**src/rtl/sm3_pkg.sv**
```systemverilog
// sm3 package: payload structs, constants and round functions
package sm3_pkg;

  typedef struct packed {
    logic [31:0] message_word;
    logic [2:0]  byte_count;
    logic        is_last;
  } sm3_in_t;

  typedef struct packed {
    logic [31:0] digest_word;
    logic [2:0]  word_index;
    logic        last_word;
  } sm3_out_t;

  localparam logic [31:0] T_LOW   = 32'h79cc4519;
  localparam logic [31:0] T_HIGH  = 32'h7a879d8a;
  localparam logic [7:0]  PAD_BYTE = 8'h80;

  localparam logic [255:0] SM3_IV = {
    32'h7380166f, 32'h4914b2b9, 32'h172442d7, 32'hda8a0600,
    32'ha96f30bc, 32'h163138aa, 32'he38dee4d, 32'hb0fb0e4e
  };

  function automatic logic [31:0] rotl(input logic [31:0] x, input logic [4:0] n);
    logic [63:0] d;
    d = {x, x} << n;
    return d[63:32];
  endfunction

  function automatic logic [31:0] perm0(input logic [31:0] x);
    return x ^ rotl(x, 5'd9) ^ rotl(x, 5'd17);
  endfunction

  function automatic logic [31:0] perm1(input logic [31:0] x);
    return x ^ rotl(x, 5'd15) ^ rotl(x, 5'd23);
  endfunction

endpackage

```
**src/rtl/sm3_hash_engine.sv**
```systemverilog
// sm3 hash engine top level: word loader, padding, round sequencer, digest output
//
// input channel: one big-endian 32-bit message word per transfer with a valid
// byte count; is_last marks the final word and triggers padding
// output channel: eight digest words per message, word_index 0..7, last_word
// flags the eighth
// each word is written to the block buffer as it is transferred; every
// sixteenth word starts a copy of the message block out of the schedule
// memory into the rolling window, then a compression of 64 rounds, one
// round per cycle
// the last word adds padding words one per cycle, possibly a second block,
// then the digest is shown word by word; in_stall_o stays high from the last
// word until the eighth digest word has been transferred
// the block buffer is a 16-entry synchronous memory with a registered read;
// the round window lives in registers, copied from it before rounds
// reset (asynchronous, active low) loads the initial vector and clears the
// length and position; no clearing pass is needed
// a stalled output holds its word; nothing else proceeds meanwhile
module sm3_hash_engine import sm3_pkg::*; (
  input  logic     clk_i,
  input  logic     rst_ni,
  input  logic     in_valid_i,
  output logic     in_stall_o,
  input  sm3_in_t  in_data_i,
  output logic     out_valid_o,
  input  logic     out_stall_i,
  output sm3_out_t out_data_o
);

  localparam logic [2:0] S_LOAD = 3'd0;
  localparam logic [2:0] S_COPY = 3'd1;
  localparam logic [2:0] S_ROUND = 3'd2;
  localparam logic [2:0] S_PAD = 3'd3;
  localparam logic [2:0] S_OUT = 3'd4;

  logic [2:0]   state_q, state_d;
  logic [31:0]  mem [16];
  logic [31:0]  rd_q;
  logic [3:0]   rd_addr;
  logic         wr_en;
  logic [3:0]   wr_addr;
  logic [31:0]  wr_data;

  logic [31:0]  win_q [16];
  logic [31:0]  r_q [8];
  logic [31:0]  cv_q [8];
  logic [63:0]  len_q;
  logic [3:0]   pos_q;
  logic [6:0]   cnt_q;
  logic         fin_q;      // padding in progress
  logic         len_hi_q;   // pad byte already written
  logic         fits_q;     // length words may go into the current block
  logic         done_q;     // length words have gone into the current block
  logic [2:0]   oidx_q;

  logic in_xfer, out_xfer;
  assign in_xfer = in_valid_i && !in_stall_o;
  assign out_xfer = out_valid_o && !out_stall_i;
  assign in_stall_o = (state_q != S_LOAD);

  // input word shaping
  logic [2:0]  cnt_eff;
  logic [31:0] mask, in_word;
  always_comb begin
    cnt_eff = (in_data_i.byte_count > 3'd4 || !in_data_i.is_last) ? 3'd4
              : in_data_i.byte_count;
    case (cnt_eff)
      3'd0: mask = 32'h0;
      3'd1: mask = 32'hff000000;
      3'd2: mask = 32'hffff0000;
      3'd3: mask = 32'hffffff00;
      default: mask = 32'hffffffff;
    endcase
    in_word = (in_data_i.message_word & mask)
              | (cnt_eff == 3'd4 ? 32'h0 : ({24'h0, PAD_BYTE} << (6'd24 - {cnt_eff, 3'b0})));
  end

  // pad word for current position
  logic [31:0] pad_word;
  always_comb begin
    if (!len_hi_q) pad_word = {PAD_BYTE, 24'h0};
    else if (fits_q && pos_q == 4'd15) pad_word = len_q[31:0];
    else if (fits_q && pos_q == 4'd14) pad_word = len_q[63:32];
    else pad_word = 32'h0;
  end

  // round logic
  logic [5:0]  j;
  logic [31:0] wj, wj4, tc, a12, ss1, ss2, ff, gg, tt1, tt2, wnext;
  always_comb begin
    j = cnt_q[5:0];
    wj = win_q[j[3:0]];
    wj4 = win_q[j[3:0] + 4'd4];
    tc = rotl((j < 6'd16) ? T_LOW : T_HIGH, j[4:0]);
    a12 = rotl(r_q[0], 5'd12);
    ss1 = rotl(a12 + r_q[4] + tc, 5'd7);
    ss2 = ss1 ^ a12;
    if (j < 6'd16) begin
      ff = r_q[0] ^ r_q[1] ^ r_q[2];
      gg = r_q[4] ^ r_q[5] ^ r_q[6];
    end else begin
      ff = (r_q[0] & r_q[1]) | (r_q[0] & r_q[2]) | (r_q[1] & r_q[2]);
      gg = (r_q[4] & r_q[5]) | (~r_q[4] & r_q[6]);
    end
    tt1 = ff + r_q[3] + ss2 + (wj ^ wj4);
    tt2 = gg + r_q[7] + ss1 + wj;
    wnext = perm1(wj ^ win_q[j[3:0] + 4'd7] ^ rotl(win_q[j[3:0] + 4'd13], 5'd15))
            ^ rotl(win_q[j[3:0] + 4'd3], 5'd7) ^ win_q[j[3:0] + 4'd10];
  end

  always_comb begin
    state_d = state_q;
    wr_en = 1'b0;
    wr_addr = pos_q;
    wr_data = in_word;
    rd_addr = cnt_q[3:0];
    case (state_q)
      S_LOAD: if (in_xfer) wr_en = 1'b1;
      S_PAD: begin
        wr_en = 1'b1;
        wr_data = pad_word;
      end
      default: ;
    endcase
  end

  always_ff @(posedge clk_i) begin
    if (wr_en) mem[wr_addr] <= wr_data;
    rd_q <= mem[rd_addr];
  end

  always_ff @(posedge clk_i or negedge rst_ni) begin
    if (!rst_ni) begin
      state_q <= S_LOAD;
      len_q <= '0;
      pos_q <= '0;
      cnt_q <= '0;
      fin_q <= 1'b0;
      len_hi_q <= 1'b0;
      fits_q <= 1'b0;
      oidx_q <= '0;
      for (int i = 0; i < 8; i++) cv_q[i] <= SM3_IV[255 - 32*i -: 32];
    end else begin
      case (state_q)
        S_LOAD: begin
          if (in_xfer) begin
            len_q <= len_q + {58'h0, cnt_eff, 3'b0};
            pos_q <= pos_q + 4'd1;
            if (in_data_i.is_last) begin
              fin_q <= 1'b1;
              // a full last word needs its own pad byte word next
              len_hi_q <= (cnt_eff != 3'd4);
              fits_q <= (cnt_eff != 3'd4) && (pos_q <= 4'd13);
            end
            cnt_q <= '0;
            if (pos_q == 4'd15) state_q <= S_COPY;
            else if (in_data_i.is_last) state_q <= S_PAD;
          end
        end
        S_PAD: begin
          // len_hi_q doubles as "pad byte already written"
          pos_q <= pos_q + 4'd1;
          len_hi_q <= 1'b1;
          if (!len_hi_q) fits_q <= (pos_q <= 4'd13);
          if (pos_q == 4'd15) begin
            cnt_q <= '0;
            state_q <= S_COPY;
          end
        end
        S_COPY: begin
          // the memory read is registered, so rd_q holds entry cnt - 1 once cnt is nonzero
          if (cnt_q != 7'd0) win_q[cnt_q[3:0] - 4'd1] <= rd_q;
          if (cnt_q == 7'd16) begin
            for (int i = 0; i < 8; i++) r_q[i] <= cv_q[i];
            cnt_q <= '0;
            state_q <= S_ROUND;
          end else begin
            cnt_q <= cnt_q + 7'd1;
          end
        end
        S_ROUND: begin
          r_q[3] <= r_q[2];
          r_q[2] <= rotl(r_q[1], 5'd9);
          r_q[1] <= r_q[0];
          r_q[0] <= tt1;
          r_q[7] <= r_q[6];
          r_q[6] <= rotl(r_q[5], 5'd19);
          r_q[5] <= r_q[4];
          r_q[4] <= perm0(tt2);
          win_q[j[3:0]] <= wnext;
          if (cnt_q == 7'd63) begin
            cnt_q <= '0;
            // once the pad byte is in an earlier block the length always fits
            if (fin_q && len_hi_q) fits_q <= 1'b1;
            if (fin_q && done_q) state_q <= S_OUT;
            else if (fin_q) state_q <= S_PAD;
            else state_q <= S_LOAD;
          end else begin
            cnt_q <= cnt_q + 7'd1;
          end
        end
        S_OUT: begin
          if (out_xfer) begin
            oidx_q <= oidx_q + 3'd1;
            if (oidx_q == 3'd7) begin
              for (int i = 0; i < 8; i++) cv_q[i] <= SM3_IV[255 - 32*i -: 32];
              len_q <= '0;
              pos_q <= '0;
              fin_q <= 1'b0;
              len_hi_q <= 1'b0;
              fits_q <= 1'b0;
              state_q <= S_LOAD;
            end
          end
        end
        default: state_q <= S_LOAD;
      endcase
      // chaining update after the last round
      if (state_q == S_ROUND && cnt_q == 7'd63) begin
        cv_q[0] <= cv_q[0] ^ tt1;
        cv_q[1] <= cv_q[1] ^ r_q[0];
        cv_q[2] <= cv_q[2] ^ rotl(r_q[1], 5'd9);
        cv_q[3] <= cv_q[3] ^ r_q[2];
        cv_q[4] <= cv_q[4] ^ perm0(tt2);
        cv_q[5] <= cv_q[5] ^ r_q[4];
        cv_q[6] <= cv_q[6] ^ rotl(r_q[5], 5'd19);
        cv_q[7] <= cv_q[7] ^ r_q[6];
      end
    end
  end

  // set once the length words have gone into the current block
  always_ff @(posedge clk_i or negedge rst_ni) begin
    if (!rst_ni) done_q <= 1'b0;
    else if (state_q == S_OUT) done_q <= 1'b0;
    else if (state_q == S_PAD && pos_q == 4'd15 && len_hi_q && fits_q) done_q <= 1'b1;
  end

  assign out_valid_o = (state_q == S_OUT);
  assign out_data_o.digest_word = cv_q[oidx_q];
  assign out_data_o.word_index = oidx_q;
  assign out_data_o.last_word = (oidx_q == 3'd7);

endmodule

```
**config.mk**
```make
export PLATFORM = sky130hd
export DESIGN_NAME = sm3_hash_engine
export DESIGN_NICKNAME = d
export VERILOG_FILES = /design/src/rtl/sm3_pkg.sv /design/src/rtl/sm3_hash_engine.sv
export SDC_FILE = /design/constraint.sdc
export NUM_CORES = 2
export LEC_CHECK = 0
export BUFFER_PORTS_ARGS = -buffer_cell sky130_fd_sc_hd__buf_2
export CAP_MARGIN = 10
export CORE_MARGIN = 4
export CORE_UTILIZATION = 35
export CTS_BUF_LIST = sky130_fd_sc_hd__clkbuf_16
export CTS_CLUSTER_SIZE = 24
export DETAILED_ROUTE_END_ITERATION = 8
export GPL_TIMING_DRIVEN = 0
export HOLD_SLACK_MARGIN = 0.02
export PLACE_DENSITY_LB_ADDON = 0.12
export SETUP_SLACK_MARGIN = 0.3
export SLEW_MARGIN = 20
export SYNTH_ARGS = -nofsm -noshare
export SYNTH_HDL_FRONTEND = slang
export SYNTH_SLANG_ARGS = --single-unit
```
**constraint.sdc**
```tcl
create_clock -name clk_i -period 20.3 [get_ports clk_i]
set_input_delay 3.045 -clock clk_i [delete_from_list [all_inputs] [get_ports clk_i]]
set_output_delay 3.045 -clock clk_i [all_outputs]
set_load 0.005 [all_outputs]
```
==> flow_metrics.tcl <==
set metrics [dict create \
    status "finished clean" \
    fmax_ghz 0.0641 \
    cts_tree "done" \
    dp_cells 10600 \
    fin_crit_ns 15.61 \
    viasPerCell 6.26 \
    final_area_sq_um 110000 \
    overflow 0 \
    post_synth.cell_area_avg_sq_um 14.0 \
    path_class "reg2reg" \
    ys.flop_type "edfxtp_1" \
    core_area_sq_um 271000 \
    fillCellCount 24900 \
    cp_common_cell "fa_1" \
    post_dp_cell_area_sq_um 104000 \
    drc_errors 0 \
    ant_nets 0 \
    cts_hold_buf 0 \
    portBuffers 77 \
    grt_pass1_wl_mm 593 \
    relSlewSlack_pct 11.2 \
    nets 7584 \
    synth_cell_types 83 \
    fin_skew_ns 0.115 \
    syn_nets 7161 \
    worst_pin_slew_ns 1.33 \
    synth_largest_area_cell "edfxtp_1" \
    stdcell_count 11000 \
    cp.depth 39 \
    synth_top_area_share_pct 40.2 \
    yosys.cell_count.top_type "edfxtp_1" \
    synth_commonest_cells "edfxtp_1, mux4_2, nand2_1" \
    synthCells 6817 \
    ys_async_sr_fraction_pct 20.5 \
    netlist_area_sq_um 95600 \
    globalplace.congestion 0.978 \
    reg2reg_depth 39 \
    hold_class "reg2reg" \
    synth_edf_count 1280 \
    die_x_microns 531 \
    cts_made_buffers 197 \
    path_delay_family "compound AO/OA/AOI/OAI gates" \
    critPathBufInv 7 \
    yosysSeqAreaShare_pct 49.9 \
    cts_setup_buffers 0 \
    path_clk_slew_ns 0.07 \
    die-area_sq_um 282000 \
    end_kind "register" \
    max_cap_viol_count 0 \
    dp_hpwl_mm 335 \
    finalHoldViolations 0 \
    grt_pass1_vias 65900 \
    grt_max_degree 79 \
    slowest_stage "xnor2_1" \
    fin_util_pct 40.7 \
    ctsHtreeMaxLevel 4 \
    routedWlPerCell_microns 40.3 \
    first_pass_iters 8 \
    grt_antenna_before_repair 18 \
    cp.arrival_ns 16.13 \
    cts.sinks 1650 \
    rows 191 \
    worstPathRequired_ns 20.82 \
    yosys_warnings 0 \
    whs_path_depth 1 \
    cp_slowest_stage_delay_ns 1.01 \
    track_usage_pct 31.1 \
    die_y_microns 531 \
    cts.repair.resized 0 \
    start_util_pct 35.2 \
    synth.top_cells.by_area "edfxtp_1, mux4_2, dfrtp_1" \
    cp-start-kind "register" \
    syn_to_final_growth_pct 15.5 \
    drt_iter0_drc 9349 \
    grt_setup_unrepaired "no" \
    clockBufferDepth 3 \
    detail_route.wirelength_mm 443 \
    pin_count 78 \
    drive_above_1_share_pct 25.3 \
    root_buffer "clkbuf_16" \
    setup_viol 0 \
    clkLatencyLatePin_ns 0.91 \
    ys_seq_elements 1650 \
    crit_fanout 13 \
    slew_viol_final 0 \
    num_vias 68800 \
    fin_crit_sh_pct 76.9 \
]
-- path summary, 6_finish.rpt --
check	from	to	slack, ns
min reg2reg	cv_q[132]	cv_q[132]	0.51
min in group asynchronous	rst_ni	cv_q[106]	2.12
max reg2reg	cnt_q[4]	r_q[0][29]	4.69
min	cv_q[132]	cv_q[132]	0.51
max	cnt_q[4]	r_q[0][29]	4.69
max in group asynchronous	rst_ni	len_q[58]	16.38
-- cells in the final DEF (no fill, tap or decap), drive strengths merged, types with 137 or more instances in the layout --
cell type	instances
nor2	259
mux4	927
inv	402
o21ai	409
edfxtp	1280
nand2	870
buf	388
a21oi	137
fa	189
xnor2	348
clkbuf	457
nand3	158
dfrtp	219
-- final cells by class --
| cell class | instances | area, sq um | share of cell area (%) |
|---|---|---|---|
| tap | 3570 | 4470 | 4.05 |
| sequential | 1650 | 47700 | 43.2 |
| buffer | 422 | 1870 | 1.70 |
| timing repair buffer | 224 | 3140 | 2.84 |
| clock buffer | 199 | 4980 | 4.51 |
| clock inverter | 175 | 1680 | 1.52 |
| multi-input combinational | 4396 | 45300 | 41.0 |
| antenna | 6 | 15.0 | 0.0136 |
| inverter | 349 | 1310 | 1.19 |
-- worst reg2reg max path: cells and delay by family, from the launching register on --
kind | cells | cell delay, ns
xor gates and xnor gates | 3 | 1.64
AOI/OAI and AO/OA | 16 | 4.65
DFF | 1 | 0.32
buffers and inverters | 7 | 3.80
and+or+nand+nor | 4 | 1.26
adders and majority gates | 7 | 3.07
muxes | 2 | 0.61
-- kinds of logic (layout without fill, tap and decap cells) --
kind of cell	count (synthesis)	after routing	synth area share, %
buf+inv	771	1369	3.21
simple gates	1489	1489	6.61
compound gates	1043	1043	6.75
other cells	0	6	0
mux	1078	1078	23.5
xor+xnor	482	482	4.61
fa+ha+maj	304	304	5.46
flops	1650	1650	49.9
-- registers in the layout, indices dropped and copies added (netlist names), 3 cells and up --
name and flops:
state_d 3, oidx_q 3, win_q 512, r_q 256, pos_q 4, cv_q 256
cnt_q 7, rd_q 32, mem 512, len_q 61
-- metrics by stage --
step	hold slack, ns	setup slack (ns)	setup TNS [ns]
floorplan	0.462	3.91	0
global placement	0.487	-14.08	-3732.30
detailed placement	0.499	4.91	0
CTS	0.506	4.89	0
global route	0.537	4.32	0
finish	0.508	4.69	0
-- metal layers --
| layer | wire [microns] | GRT usage, % | part of all wire (%) | vias to the layer above |
|---|---|---|---|---|
| li1 | - | - | - | 27200 |
| met1 | 171000 | 40.6 | 39 | 36100 |
| met2 | 194000 | 46.5 | 44 | 4524 |
| met3 | 45200 | 8.64 | 10 | 980 |
| met4 | 32700 | 18.6 | 7.4 | 10 |
| met5 | 68 | 0 | 0.015 | - |
Power is not shown: default switching activity piles up to over one toggle a cycle in this logic, so the estimate is an artifact.
